[src/rtl/tgarle_pkg.sv]
// Shared types and constants for the TGA run-length pixel decoder.
`default_nettype none

package tgarle_pkg;

  localparam int unsigned QueueDepth = 2;

  localparam logic [7:0] RunFlag   = 8'h80;
  localparam logic [7:0] CountMask = 8'h7F;

  typedef enum logic [1:0] {
    REG_RLE_MODE        = 2'd0,
    REG_BYTES_PER_PIXEL = 2'd1,
    REG_IMAGE_WIDTH     = 2'd2,
    REG_IMAGE_HEIGHT    = 2'd3
  } reg_idx_e;

  typedef enum logic [1:0] {
    PIX_1B = 2'd0,
    PIX_2B = 2'd1,
    PIX_3B = 2'd2,
    PIX_4B = 2'd3
  } pix_size_e;

  typedef struct packed {
    logic [31:0] px;
    logic [7:0]  rep;
    logic        last;
    logic        ov;
    pix_size_e   size;
  } pix_item_t;

endpackage

`default_nettype wire

[src/rtl/tgarle_front.sv]
// Front end: configuration registers, packet parsing and pixel byte gathering.
`default_nettype none

module tgarle_front (
  input  wire                      clk_i,
  input  wire                      rst_ni,
  input  wire                      cfg_we_i,
  input  wire  [1:0]               cfg_idx_i,
  input  wire  [15:0]              cfg_wdata_i,
  input  wire                      accept_i,
  input  wire  [7:0]               data_byte_i,
  output logic                     emit_o,
  output tgarle_pkg::pix_item_t    item_o
);
  import tgarle_pkg::*;

  logic        rle_q, rle_d;
  logic [2:0]  bpp_q, bpp_d;
  logic [15:0] width_q, width_d;
  logic [15:0] height_q, height_d;
  logic        hdr_q, hdr_d;
  logic        run_q, run_d;
  logic        pov_q, pov_d;
  logic [7:0]  left_q, left_d;
  logic [1:0]  pos_q, pos_d;
  logic [23:0] gather_q, gather_d;
  logic [31:0] rem_q, rem_d;

  pix_size_e   size;
  logic [7:0]  count;
  logic [7:0]  rep;
  logic [31:0] px;
  logic [31:0] rem_next;
  logic [31:0] area;

  always_comb begin
    if (bpp_q == 3'd0) begin
      size = PIX_1B;
    end else if (bpp_q > 3'd4) begin
      size = PIX_4B;
    end else begin
      size = pix_size_e'(2'(bpp_q - 3'd1));
    end
  end

  always_comb begin
    rle_d    = rle_q;
    bpp_d    = bpp_q;
    width_d  = width_q;
    height_d = height_q;
    if (cfg_we_i) begin
      unique case (reg_idx_e'(cfg_idx_i))
        REG_RLE_MODE:        rle_d    = cfg_wdata_i[0];
        REG_BYTES_PER_PIXEL: bpp_d    = cfg_wdata_i[2:0];
        REG_IMAGE_WIDTH:     width_d  = cfg_wdata_i;
        REG_IMAGE_HEIGHT:    height_d = cfg_wdata_i;
        default:             rle_d    = rle_q;
      endcase
    end
    area = {16'd0, width_d} * {16'd0, height_d};
  end

  always_comb begin
    hdr_d    = hdr_q;
    run_d    = run_q;
    pov_d    = pov_q;
    left_d   = left_q;
    pos_d    = pos_q;
    gather_d = gather_q;
    rem_d    = rem_q;
    emit_o   = 1'b0;
    count    = (data_byte_i & CountMask) + 8'd1;
    rep      = 8'd1;
    px       = {8'd0, gather_q};
    rem_next = rem_q;

    case (pos_q)
      2'd0:    px = px | {24'd0, data_byte_i};
      2'd1:    px = px | {16'd0, data_byte_i, 8'd0};
      2'd2:    px = px | {8'd0, data_byte_i, 16'd0};
      default: px = px | {data_byte_i, 24'd0};
    endcase

    if (run_q && rle_q) begin
      rep = left_q;
    end
    if (rep == 8'd0) begin
      rep = 8'd1;
    end
    if ({24'd0, rep} > rem_q) begin
      rep = rem_q[7:0];
    end
    rem_next = rem_q - {24'd0, rep};

    if (cfg_we_i) begin
      rem_d    = area;
      hdr_d    = rle_d;
      run_d    = 1'b0;
      pov_d    = 1'b0;
      left_d   = 8'd0;
      pos_d    = 2'd0;
      gather_d = 24'd0;
    end else if (accept_i && rem_q != 32'd0) begin
      if (rle_q && hdr_q) begin
        pov_d = 1'b0;
        if ({24'd0, count} > rem_q) begin
          count = rem_q[7:0];
          pov_d = 1'b1;
        end
        run_d    = (data_byte_i & RunFlag) != 8'd0;
        left_d   = count;
        hdr_d    = 1'b0;
        pos_d    = 2'd0;
        gather_d = 24'd0;
      end else if (pos_q != size) begin
        gather_d = px[23:0];
        pos_d    = pos_q + 2'd1;
      end else begin
        emit_o   = 1'b1;
        gather_d = 24'd0;
        pos_d    = 2'd0;
        rem_d    = rem_next;
        if (rle_q) begin
          if (run_q) begin
            left_d = 8'd0;
            hdr_d  = 1'b1;
          end else begin
            if (left_q != 8'd0) begin
              left_d = left_q - 8'd1;
            end
            if (left_d == 8'd0) begin
              hdr_d = 1'b1;
            end
          end
        end
      end
    end
  end

  always_comb begin
    item_o.px   = px;
    item_o.rep  = rep;
    item_o.last = rem_next == 32'd0;
    item_o.ov   = rle_q & pov_q;
    item_o.size = size;
  end

  always_ff @(posedge clk_i or negedge rst_ni) begin
    if (!rst_ni) begin
      rle_q    <= 1'b0;
      bpp_q    <= 3'd4;
      width_q  <= 16'd1;
      height_q <= 16'd1;
      hdr_q    <= 1'b0;
      run_q    <= 1'b0;
      pov_q    <= 1'b0;
      left_q   <= 8'd0;
      pos_q    <= 2'd0;
      gather_q <= 24'd0;
      rem_q    <= 32'd1;
    end else begin
      rle_q    <= rle_d;
      bpp_q    <= bpp_d;
      width_q  <= width_d;
      height_q <= height_d;
      hdr_q    <= hdr_d;
      run_q    <= run_d;
      pov_q    <= pov_d;
      left_q   <= left_d;
      pos_q    <= pos_d;
      gather_q <= gather_d;
      rem_q    <= rem_d;
    end
  end

endmodule

`default_nettype wire

[src/rtl/tgarle_queue.sv]
// Short queue of gathered pixels between the front end and the back end.
`default_nettype none

module tgarle_queue #(
  parameter int unsigned Depth = tgarle_pkg::QueueDepth
) (
  input  wire                      clk_i,
  input  wire                      rst_ni,
  input  wire                      wr_i,
  input  wire tgarle_pkg::pix_item_t wr_item_i,
  input  wire                      rd_i,
  output tgarle_pkg::pix_item_t    rd_item_o,
  output logic                     full_o,
  output logic                     empty_o
);
  import tgarle_pkg::*;

  localparam int unsigned PtrW = (Depth > 1) ? $clog2(Depth) : 1;
  localparam int unsigned CntW = $clog2(Depth + 1);
  localparam logic [PtrW-1:0] LastPtr = PtrW'(Depth - 1);

  pix_item_t           mem_q [Depth];
  logic [PtrW-1:0]     wr_ptr_q, rd_ptr_q;
  logic [CntW-1:0]     cnt_q;
  logic                do_wr, do_rd;

  assign full_o    = cnt_q == CntW'(Depth);
  assign empty_o   = cnt_q == '0;
  assign do_wr     = wr_i && !full_o;
  assign do_rd     = rd_i && !empty_o;
  assign rd_item_o = mem_q[rd_ptr_q];

  always_ff @(posedge clk_i) begin
    if (do_wr) begin
      mem_q[wr_ptr_q] <= wr_item_i;
    end
  end

  always_ff @(posedge clk_i or negedge rst_ni) begin
    if (!rst_ni) begin
      wr_ptr_q <= '0;
      rd_ptr_q <= '0;
      cnt_q    <= '0;
    end else begin
      if (do_wr) begin
        wr_ptr_q <= (wr_ptr_q == LastPtr) ? '0 : wr_ptr_q + PtrW'(1);
      end
      if (do_rd) begin
        rd_ptr_q <= (rd_ptr_q == LastPtr) ? '0 : rd_ptr_q + PtrW'(1);
      end
      if (do_wr && !do_rd) begin
        cnt_q <= cnt_q + CntW'(1);
      end else if (do_rd && !do_wr) begin
        cnt_q <= cnt_q - CntW'(1);
      end
    end
  end

endmodule

`default_nettype wire

[src/rtl/tgarle_back.sv]
// Back end: byte swizzle, alpha halving and the result register.
`default_nettype none

module tgarle_back (
  input  wire                      clk_i,
  input  wire                      rst_ni,
  input  wire                      q_empty_i,
  input  wire tgarle_pkg::pix_item_t q_item_i,
  output logic                     q_rd_o,
  input  wire                      pop,
  output logic                     empty,
  output logic [31:0]              pixel_value_o,
  output logic [7:0]               repeat_count_o,
  output logic                     last_o,
  output logic                     overrun_o
);
  import tgarle_pkg::*;

  logic        valid_q;
  logic [31:0] pix_q, pix_d;
  logic [7:0]  rep_q;
  logic        last_q, ov_q;
  logic [7:0]  b0, b1, b2, b3;

  assign b0 = q_item_i.px[7:0];
  assign b1 = q_item_i.px[15:8];
  assign b2 = q_item_i.px[23:16];
  assign b3 = q_item_i.px[31:24];

  always_comb begin
    unique case (q_item_i.size)
      PIX_1B:  pix_d = {24'd0, b0};
      PIX_2B:  pix_d = {16'd0, b0, b1};
      PIX_3B:  pix_d = {8'd0, b0, b1, b2};
      PIX_4B:  pix_d = {1'b0, b3[7:1], b0, b1, b2};
      default: pix_d = {24'd0, b0};
    endcase
  end

  assign q_rd_o = !q_empty_i && (!valid_q || pop);

  always_ff @(posedge clk_i) begin
    if (q_rd_o) begin
      pix_q  <= pix_d;
      rep_q  <= q_item_i.rep;
      last_q <= q_item_i.last;
      ov_q   <= q_item_i.ov;
    end
  end

  always_ff @(posedge clk_i or negedge rst_ni) begin
    if (!rst_ni) begin
      valid_q <= 1'b0;
    end else if (q_rd_o) begin
      valid_q <= 1'b1;
    end else if (pop) begin
      valid_q <= 1'b0;
    end
  end

  assign empty          = !valid_q;
  assign pixel_value_o  = pix_q;
  assign repeat_count_o = rep_q;
  assign last_o         = last_q;
  assign overrun_o      = ov_q;

endmodule

`default_nettype wire

[src/rtl/tga_rle_pixel_decoder_unit.sv]
// Top level of the TGA run-length pixel decoder.
//
//   Channel  | Handshake             | Payload
//   ---------+-----------------------+-----------------------------------------------
//   input    | push / full           | data_byte_i
//   result   | empty / pop           | pixel_value_o, repeat_count_o, last_o, overrun_o
//   config   | cfg_we_i              | cfg_idx_i, cfg_wdata_i
//
// One byte per cycle is taken unless full; pixels pass the queue and result register.
// The front end computes width times height in the same cycle as a configuration write.
// Reset sets bytes per pixel to four and a one by one raw image.
// When the result is not popped, the queue fills and full rises after two more pixels.
`default_nettype none

module tga_rle_pixel_decoder_unit #(
  parameter int unsigned QueueDepth = tgarle_pkg::QueueDepth
) (
  input  wire          clk_i,
  input  wire          rst_ni,
  input  wire          cfg_we_i,
  input  wire  [1:0]   cfg_idx_i,
  input  wire  [15:0]  cfg_wdata_i,
  input  wire          push,
  output logic         full,
  input  wire  [7:0]   data_byte_i,
  output logic         empty,
  input  wire          pop,
  output logic [31:0]  pixel_value_o,
  output logic [7:0]   repeat_count_o,
  output logic         last_o,
  output logic         overrun_o
);
  import tgarle_pkg::*;

  logic      emit;
  pix_item_t f_item;
  pix_item_t q_item;
  logic      q_rd;
  logic      q_empty;

  tgarle_front u_front (
    .clk_i       (clk_i),
    .rst_ni      (rst_ni),
    .cfg_we_i    (cfg_we_i),
    .cfg_idx_i   (cfg_idx_i),
    .cfg_wdata_i (cfg_wdata_i),
    .accept_i    (push && !full),
    .data_byte_i (data_byte_i),
    .emit_o      (emit),
    .item_o      (f_item)
  );

  tgarle_queue #(
    .Depth (QueueDepth)
  ) u_queue (
    .clk_i     (clk_i),
    .rst_ni    (rst_ni),
    .wr_i      (emit),
    .wr_item_i (f_item),
    .rd_i      (q_rd),
    .rd_item_o (q_item),
    .full_o    (full),
    .empty_o   (q_empty)
  );

  tgarle_back u_back (
    .clk_i          (clk_i),
    .rst_ni         (rst_ni),
    .q_empty_i      (q_empty),
    .q_item_i       (q_item),
    .q_rd_o         (q_rd),
    .pop            (pop),
    .empty          (empty),
    .pixel_value_o  (pixel_value_o),
    .repeat_count_o (repeat_count_o),
    .last_o         (last_o),
    .overrun_o      (overrun_o)
  );

endmodule

`default_nettype wire

[config.mk]
export PLATFORM = sky130hd
export DESIGN_NAME = tga_rle_pixel_decoder_unit
export DESIGN_NICKNAME = d
export VERILOG_FILES = /design/src/rtl/tgarle_pkg.sv /design/src/rtl/tgarle_front.sv /design/src/rtl/tgarle_queue.sv /design/src/rtl/tgarle_back.sv /design/src/rtl/tga_rle_pixel_decoder_unit.sv
export SDC_FILE = /design/constraint.sdc
export NUM_CORES = 1
export LEC_CHECK = 0
export ABC_AREA = 1
export ABC_CLOCK_PERIOD_IN_PS = 6900
export BUFFER_PORTS_ARGS = -buffer_cell sky130_fd_sc_hd__clkbuf_2
export CAP_MARGIN = 10
export CORE_UTILIZATION = 32
export DETAILED_ROUTE_END_ITERATION = 16
export GPL_TIMING_DRIVEN = 0
export PLACE_DENSITY = 0.58
export SLEW_MARGIN = 25
export SYNTH_ARGS = -nofsm -noshare
export SYNTH_HDL_FRONTEND = slang
export SYNTH_SLANG_ARGS = --single-unit
[constraint.sdc]
create_clock -name clk_i -period 6.9 [get_ports clk_i]
set_input_delay 0.345 -clock clk_i [delete_from_list [all_inputs] [get_ports clk_i]]
set_output_delay 0.345 -clock clk_i [all_outputs]
set_load 0.02 [all_outputs]
Word level (Yosys, flattened, before mapping):

Memories as Yosys holds them, arrays and structs flattened.
Cells that the tools add are included.

* bitwise operators: 5
* mux-type cells: 65
* $mul: 1
* $add $sub $neg: 9
* reductions and logical operators: 36
* equality and inequality tests: 13
* magnitude comparators: 3

Operator list (count)
* 2-to-1 mux 8 bit: 17
* 2-to-1 mux 32 bit: 4
* case mux 32 bit (4 select lines): 1
* 2-to-1 mux 24 bit: 4
* case mux 32 bit (3 select lines): 1
* > comparator 8 x 32 -> 1 bit: 2
* 2-to-1 mux 16 bit: 4
* zero test 32 bit: 1
* multiplier 16 x 16 -> 32 bit: 1
* bitwise OR 24 x 32 -> 32 bit: 1
* nonzero test 32 bit: 1
* subtractor 32 x 8 -> 32 bit: 1
* 2-to-1 mux 1 bit: 26
* bitwise OR 24 x 16 -> 24 bit: 1
* bitwise OR 24 bit: 1
* bitwise OR 24 x 8 -> 24 bit: 1
* zero test 8 bit: 2
* 2-to-1 mux 2 bit: 8
* equality test 2 bit (second input constant): 6
* logical AND 1 bit: 9
* adder 7 x 1 -> 8 bit (second input constant): 1
* zero test 2 bit: 4
* nonzero test 2 bit: 4
* nonzero test 8 bit: 1
* 18 further kinds: 30

* RAM bits: 88
* register bits: 152
* input bits: 31
* memories kept: 1

Memory list
* u_queue.mem_q: depth 2, bits a word 44, rd ports 1, clocked after memory_dff 0, wr ports 1, line tgarle_queue.sv:22 `pix_item_t mem_q [Depth];`

Logic depth before layout (Yosys ltp):

* word-level depth: 16
* depth in mapped cells: 33
* mapped depth without buffers: 30

Modules after synthesis:

A second synthesis with hierarchy kept.

* cell total of the unflattened synthesis: 2562
* area, all modules: 20976.4 um^2

By module, submodules not included
* tgarle_front: cells an instance 2156, seq. area each 2632.5 um^2, times used 1, area each 15777.6 um^2
* tgarle_queue: cells an instance 261, seq. area each 2742.6 um^2, times used 1, area each 3440.8 um^2
* tgarle_back: cells an instance 143, seq. area each 1256.2 um^2, times used 1, area each 1747.9 um^2
* tga_rle_pixel_decoder_unit: cells an instance 2, seq. area each 0.0 um^2, times used 1, area each 10.0 um^2

Worst setup path before layout:

Ideal clock, no wire load.

* kind: in2reg
* start point: input cfg_we_i
* end point: register u_front.rem_q[27]
* arrival: 5954 ps
* cell stages on the path: 29
* slack: 828 ps
* buffers on the path: 3
* setup time: 117 ps
* required time: 6783 ps
* cell sequence: buf_4 nand3_2 buf_2 nand2_1 o21ai_0 inv_1 buf_2 nand2_1 fa_1 inv_1 fa_1 inv_1 fa_1 inv_1 fa_1 fa_1 inv_1 fa_1 inv_1 ha_1 a21oi_1 a21boi_0 nor2_1 o21bai_1 nand3_1 nand2_1 nand3_1 nand3_1 nand2_1

* cells in the longest elaborated chain, start to end: 3
* elaborated cells on any way between the ends: 8
* those cells by class: mul: 1; eq/ne: 2; mux: 3; reduce/logical: 2

Ends and longest elaborated chain
* start: declaration: line tga_rle_pixel_decoder_unit.sv:20 `input wire cfg_we_i,`
* 2-to-1 mux 16 bit: line tgarle_front.sv:51 `if (cfg_we_i) begin`
* named net u_front.height_d[7]: line tgarle_front.sv:20 `logic [15:0] height_q, height_d;`
* multiplier 16 x 16 -> 32 bit: line tgarle_front.sv:60 `area = {16'd0, width_d} * {16'd0, height_d};`
* 2-to-1 mux 32 bit: line tgarle_front.sv:95 `if (cfg_we_i) begin`
* end signal: assignment: line tgarle_front.sv:172 `rem_q <= rem_d;`
* end: declaration: line tgarle_front.sv:27 `logic [31:0] rem_q, rem_d;`

The timed path passes the listed nets, and every way through them passes these cells.
A chain may end at the register's enable or synchronous reset.

Worst setup path in the final report:

* start point: input cfg_idx_i[0]
* end point: register u_front.rem_q[24]

* cells in the longest elaborated chain, start to end: 5
* elaborated cells on any way between the ends: 8
* those cells by class: mul: 1; eq/ne: 2; mux: 5

Ends and longest elaborated chain
* start: declaration: line tga_rle_pixel_decoder_unit.sv:21 `input wire [1:0] cfg_idx_i,`
* equality test 2 bit: line tgarle_front.sv:52 `unique case (reg_idx_e'(cfg_idx_i))`
* 2-to-1 mux 16 bit: line tgarle_front.sv:52
* 2-to-1 mux 16 bit: line tgarle_front.sv:51
* named net u_front.width_d[6]: line tgarle_front.sv:19 `logic [15:0] width_q, width_d;`
* multiplier 16 x 16 -> 32 bit: line tgarle_front.sv:60
* 2-to-1 mux 32 bit: line tgarle_front.sv:95

The timed path passes the listed nets, and every way through them passes these cells.

==> results_dict.tcl <==
set metrics [dict create \
    cts_tree "built" \
    initial_core_util_pct 32.4 \
    synthXorXnorAreaFrac_pct 1.30 \
    path_class "input port to register" \
    rows 93 \
    via_per_inst 4.76 \
    start_kind "input port" \
    syn_nets 2902 \
    finalNonFillerCells 3521 \
    place_inst 3473 \
    worstPathMaxFanout 10 \
    post-route-min-period_ns 6.66 \
    drt_iter0_drc 1325 \
    ant_nets 0 \
    drive_gt1_share_pct 9.19 \
    grt_pass1_vias 16300 \
    n_fill_cell 6688 \
    worstSetupEndpointType "register" \
    ys_top_cells_by_area "fa_1 (19%), edfxtp_1 (18%), dfrtp_1 (13%)" \
    synth_compound_area_share_pct 8.34 \
    die_h_um 257 \
    diodes 0 \
    antenna_found_initial 0 \
    synth_seq_cells 237 \
    htreeDepth 1 \
    finalWeightedCongestion 0.896 \
    overflow 0 \
    synthArstFlopShare_pct 46.4 \
    hpwlAfterDp_mm 45.1 \
    synth_area_um2 20800 \
    netlist.area_leader.share_pct 18.7 \
    ys_types 54 \
    coreArea_um2 64300 \
    clkSinkCount 237 \
    synth_warnings 0 \
    drv_cap 0 \
    numCtsBuffers 26 \
    arrival_ns 7.09 \
    fin_nets 3010 \
    wire_per_inst_um 15.8 \
    syn_avg_cell_area_um2 8.20 \
    max-slew-margin-rel_pct 51.3 \
    synth_top_family_by_area "adder cells" \
    grt_first_pass_wirelength_mm 88.9 \
    route.detailed.drc 0 \
    yosysTopAreaCell "fa_1" \
    ys.flop_type "edfxtp_1" \
    synth-simple-area-share_pct 20.8 \
    setup_viol 0 \
    fmax_mhz 150 \
    clockRootBuffer "clkbuf_16" \
    die_area_um2 66100 \
    skew_ns 0.0113 \
    min_path_type "input port to register" \
    tightest_slew_ns 0.726 \
    yosysSeqAreaShare_pct 31.6 \
    num_io_pins 75 \
    first_pass_iters 10 \
    syn_to_final_growth_pct 12.8 \
    crit_required_ns 7.33 \
    slew_viol_final 0 \
    path_clk_slew_ns 0.07 \
    portBuffers 72 \
    status "finished clean" \
    yosys.area_share.adder_pct 27.0 \
    clk_path_buf_depth 3 \
    grtUsageTotal_pct 16.9 \
    worstSkewPairLatency_ns 0.55 \
    synth_mux_area_share_pct 0.385 \
    hold_violations 0 \
    synth-edff-count 127 \
    fin_crit_sh_pct 96.5 \
    via_count 16700 \
    die_w_um 257 \
    synth_cells 2539 \
    grt_max_degree 64 \
    wirelength_mm 55.6 \
]
[per-layer routing]
| layer | routed length [µm] | track usage [%] |
|---|---|---|
| met5 | 0 | 0 |
| met3 | 3040 | 1.51 |
| met2 | 26200 | 28.6 |
| met4 | 1580 | 4.61 |
| met1 | 24800 | 23.1 |
[cells in the mapped netlist (2+ instances only)]
cell type / instances
nand3_1: 95
o22ai_1: 30
edfxtp_1: 127
fa_1: 195
nor3_1: 12
o21ai_2: 16
or2_2: 2
nand2_4: 2
nand2_1: 628
nand2_2: 4
buf_1: 4
o21ai_0: 88
buf_6: 7
o221ai_1: 11
nor4_1: 2
nor2_1: 274
xor2_1: 18
inv_2: 15
ha_1: 137
nor2_2: 9
nor2_4: 6
clkinv_1: 7
a31oi_1: 2
nand4_1: 21
xnor2_1: 13
a21oi_1: 81
buf_4: 2
mux2i_1: 8
dfstp_2: 4
a21o_1: 5
or2_0: 2
dfrtp_1: 106
inv_1: 476
o21ai_1: 42
o21bai_1: 11
inv_4: 2
o211ai_2: 2
buf_2: 27
o211ai_1: 7
nand3b_1: 3
clkbuf_1: 23
[cell families (layout without fill, tap and decap cells)]
logic type                 after synthesis  count (layout)
other                                    1               1
xor gates and xnor gates                31              31
buffers and inverters                  564             691
adders and majority gates              332             332
AOI/OAI and AO/OA                      301             301
muxes                                    8               8
and+or+nand+nor                       1065            1065
DFF                                    237             237
[worst max-delay path, stage by stage]
cell,delay [ns]
clkbuf_2,0.11
inv_1,0.08
nand3_2,0.24
buf_2,0.31
buf_2,0.24
o21ai_2,0.55
inv_2,0.29
nand2_1,0.14
fa_1,0.41
inv_1,0.08
fa_1,0.47
fa_1,0.61
fa_1,0.45
fa_1,0.55
inv_1,0.05
fa_1,0.53
inv_1,0.04
ha_1,0.35
nand2_1,0.11
o21ai_0,0.34
a21oi_1,0.08
o21ai_1,0.19
nand2_1,0.11
nand3_1,0.09
nand3_1,0.12
nand2_1,0.12
o21ai_1,0.07
[cell type report]
cell class / instances / area [µm²] / share of cell area, %
buffer: 61 / 330 / 1.41
clock buffer: 29 / 683 / 2.91
clock inverter: 18 / 181 / 0.772
inverter: 500 / 1910 / 8.14
multi-input combinational: 1738 / 12200 / 51.8
sequential: 237 / 6570 / 28.0
tap: 855 / 1070 / 4.55
timing repair buffer: 83 / 582 / 2.48
[through the flow]
stage          instance area [µm²]  worst slack (ns)  setup TNS [ns]  hold slack, ns  utilization [%]
2_1_floorplan                20800             0.828               0          0.0494                -
3_3_place_gp                 22300            -0.765          -10.93           0.462             34.6
3_5_place_dp                 22500            -0.777          -11.20           0.366             34.9
4_1_cts                      23400            0.0349               0          0.0713             36.3
5_1_grt                      23500           -0.0238         -0.0340           0.133             36.5
6_report                     23500             0.239               0           0.104             36.5
[layout by cell type (no fill, tap or decap), types with 25 or more instances in the layout]
cell	synthesis	final
nand2_1	628	628
inv_1	476	474
nor2_1	274	272
fa_1	195	195
ha_1	137	137
edfxtp_1	127	127
dfrtp_1	106	106
nand3_1	95	94
o21ai_0	88	82
a21oi_1	81	80
clkbuf_2	1	73
o21ai_1	42	42
o22ai_1	30	30
clkbuf_16	0	27
buf_2	27	25
[worst paths after layout]
| check | endpoint | start | depth (start not counted) | slack [ns] |
|---|---|---|---|---|
| worst max-delay path | u_front.rem_q[24] | cfg_idx_i[0] | 27 | 0.24 |
| worst min-delay path | u_front.bpp_q[2] | cfg_wdata_i[2] | 3 | 0.10 |
| worst max register to register | u_front.rem_q[24] | u_front.width_q[8] | 25 | 0.55 |
| worst min register to register | u_front.gather_q[21] | u_front.gather_q[21] | 2 | 0.48 |
| max in group asynchronous | u_front.bpp_q[2] | rst_ni | 3 | 5.79 |
| min in group asynchronous | u_front.rem_q[28] | rst_ni | 2 | 0.34 |
[registers in the layout, indices dropped and copies added, names as in the netlist, 2 cells and up]
name / count
u_back.pixel_value_o: 31
u_back.repeat_count_o: 8
u_front.left_q: 8
u_front.gather_q: 24
u_front.pos_q: 2
u_front.bpp_q: 3
u_front.width_q: 16
u_front.height_q: 16
u_queue.mem_q: 86
u_front.rem_q: 32
u_queue.cnt_q: 2
[repair_timing]
item | CTS | global route
setup endpoints to repair | 8 | 16
pin swaps | 0 | 0
hold endpoints to repair | 48 | 0
hold buffers | 2 | 0
resized for setup | 6 | 29
buffers inserted | 0 | 2
Power is left out: the tool's default activity adds up to more than one toggle a clock period on the data nets, which glitch-free logic cannot reach.
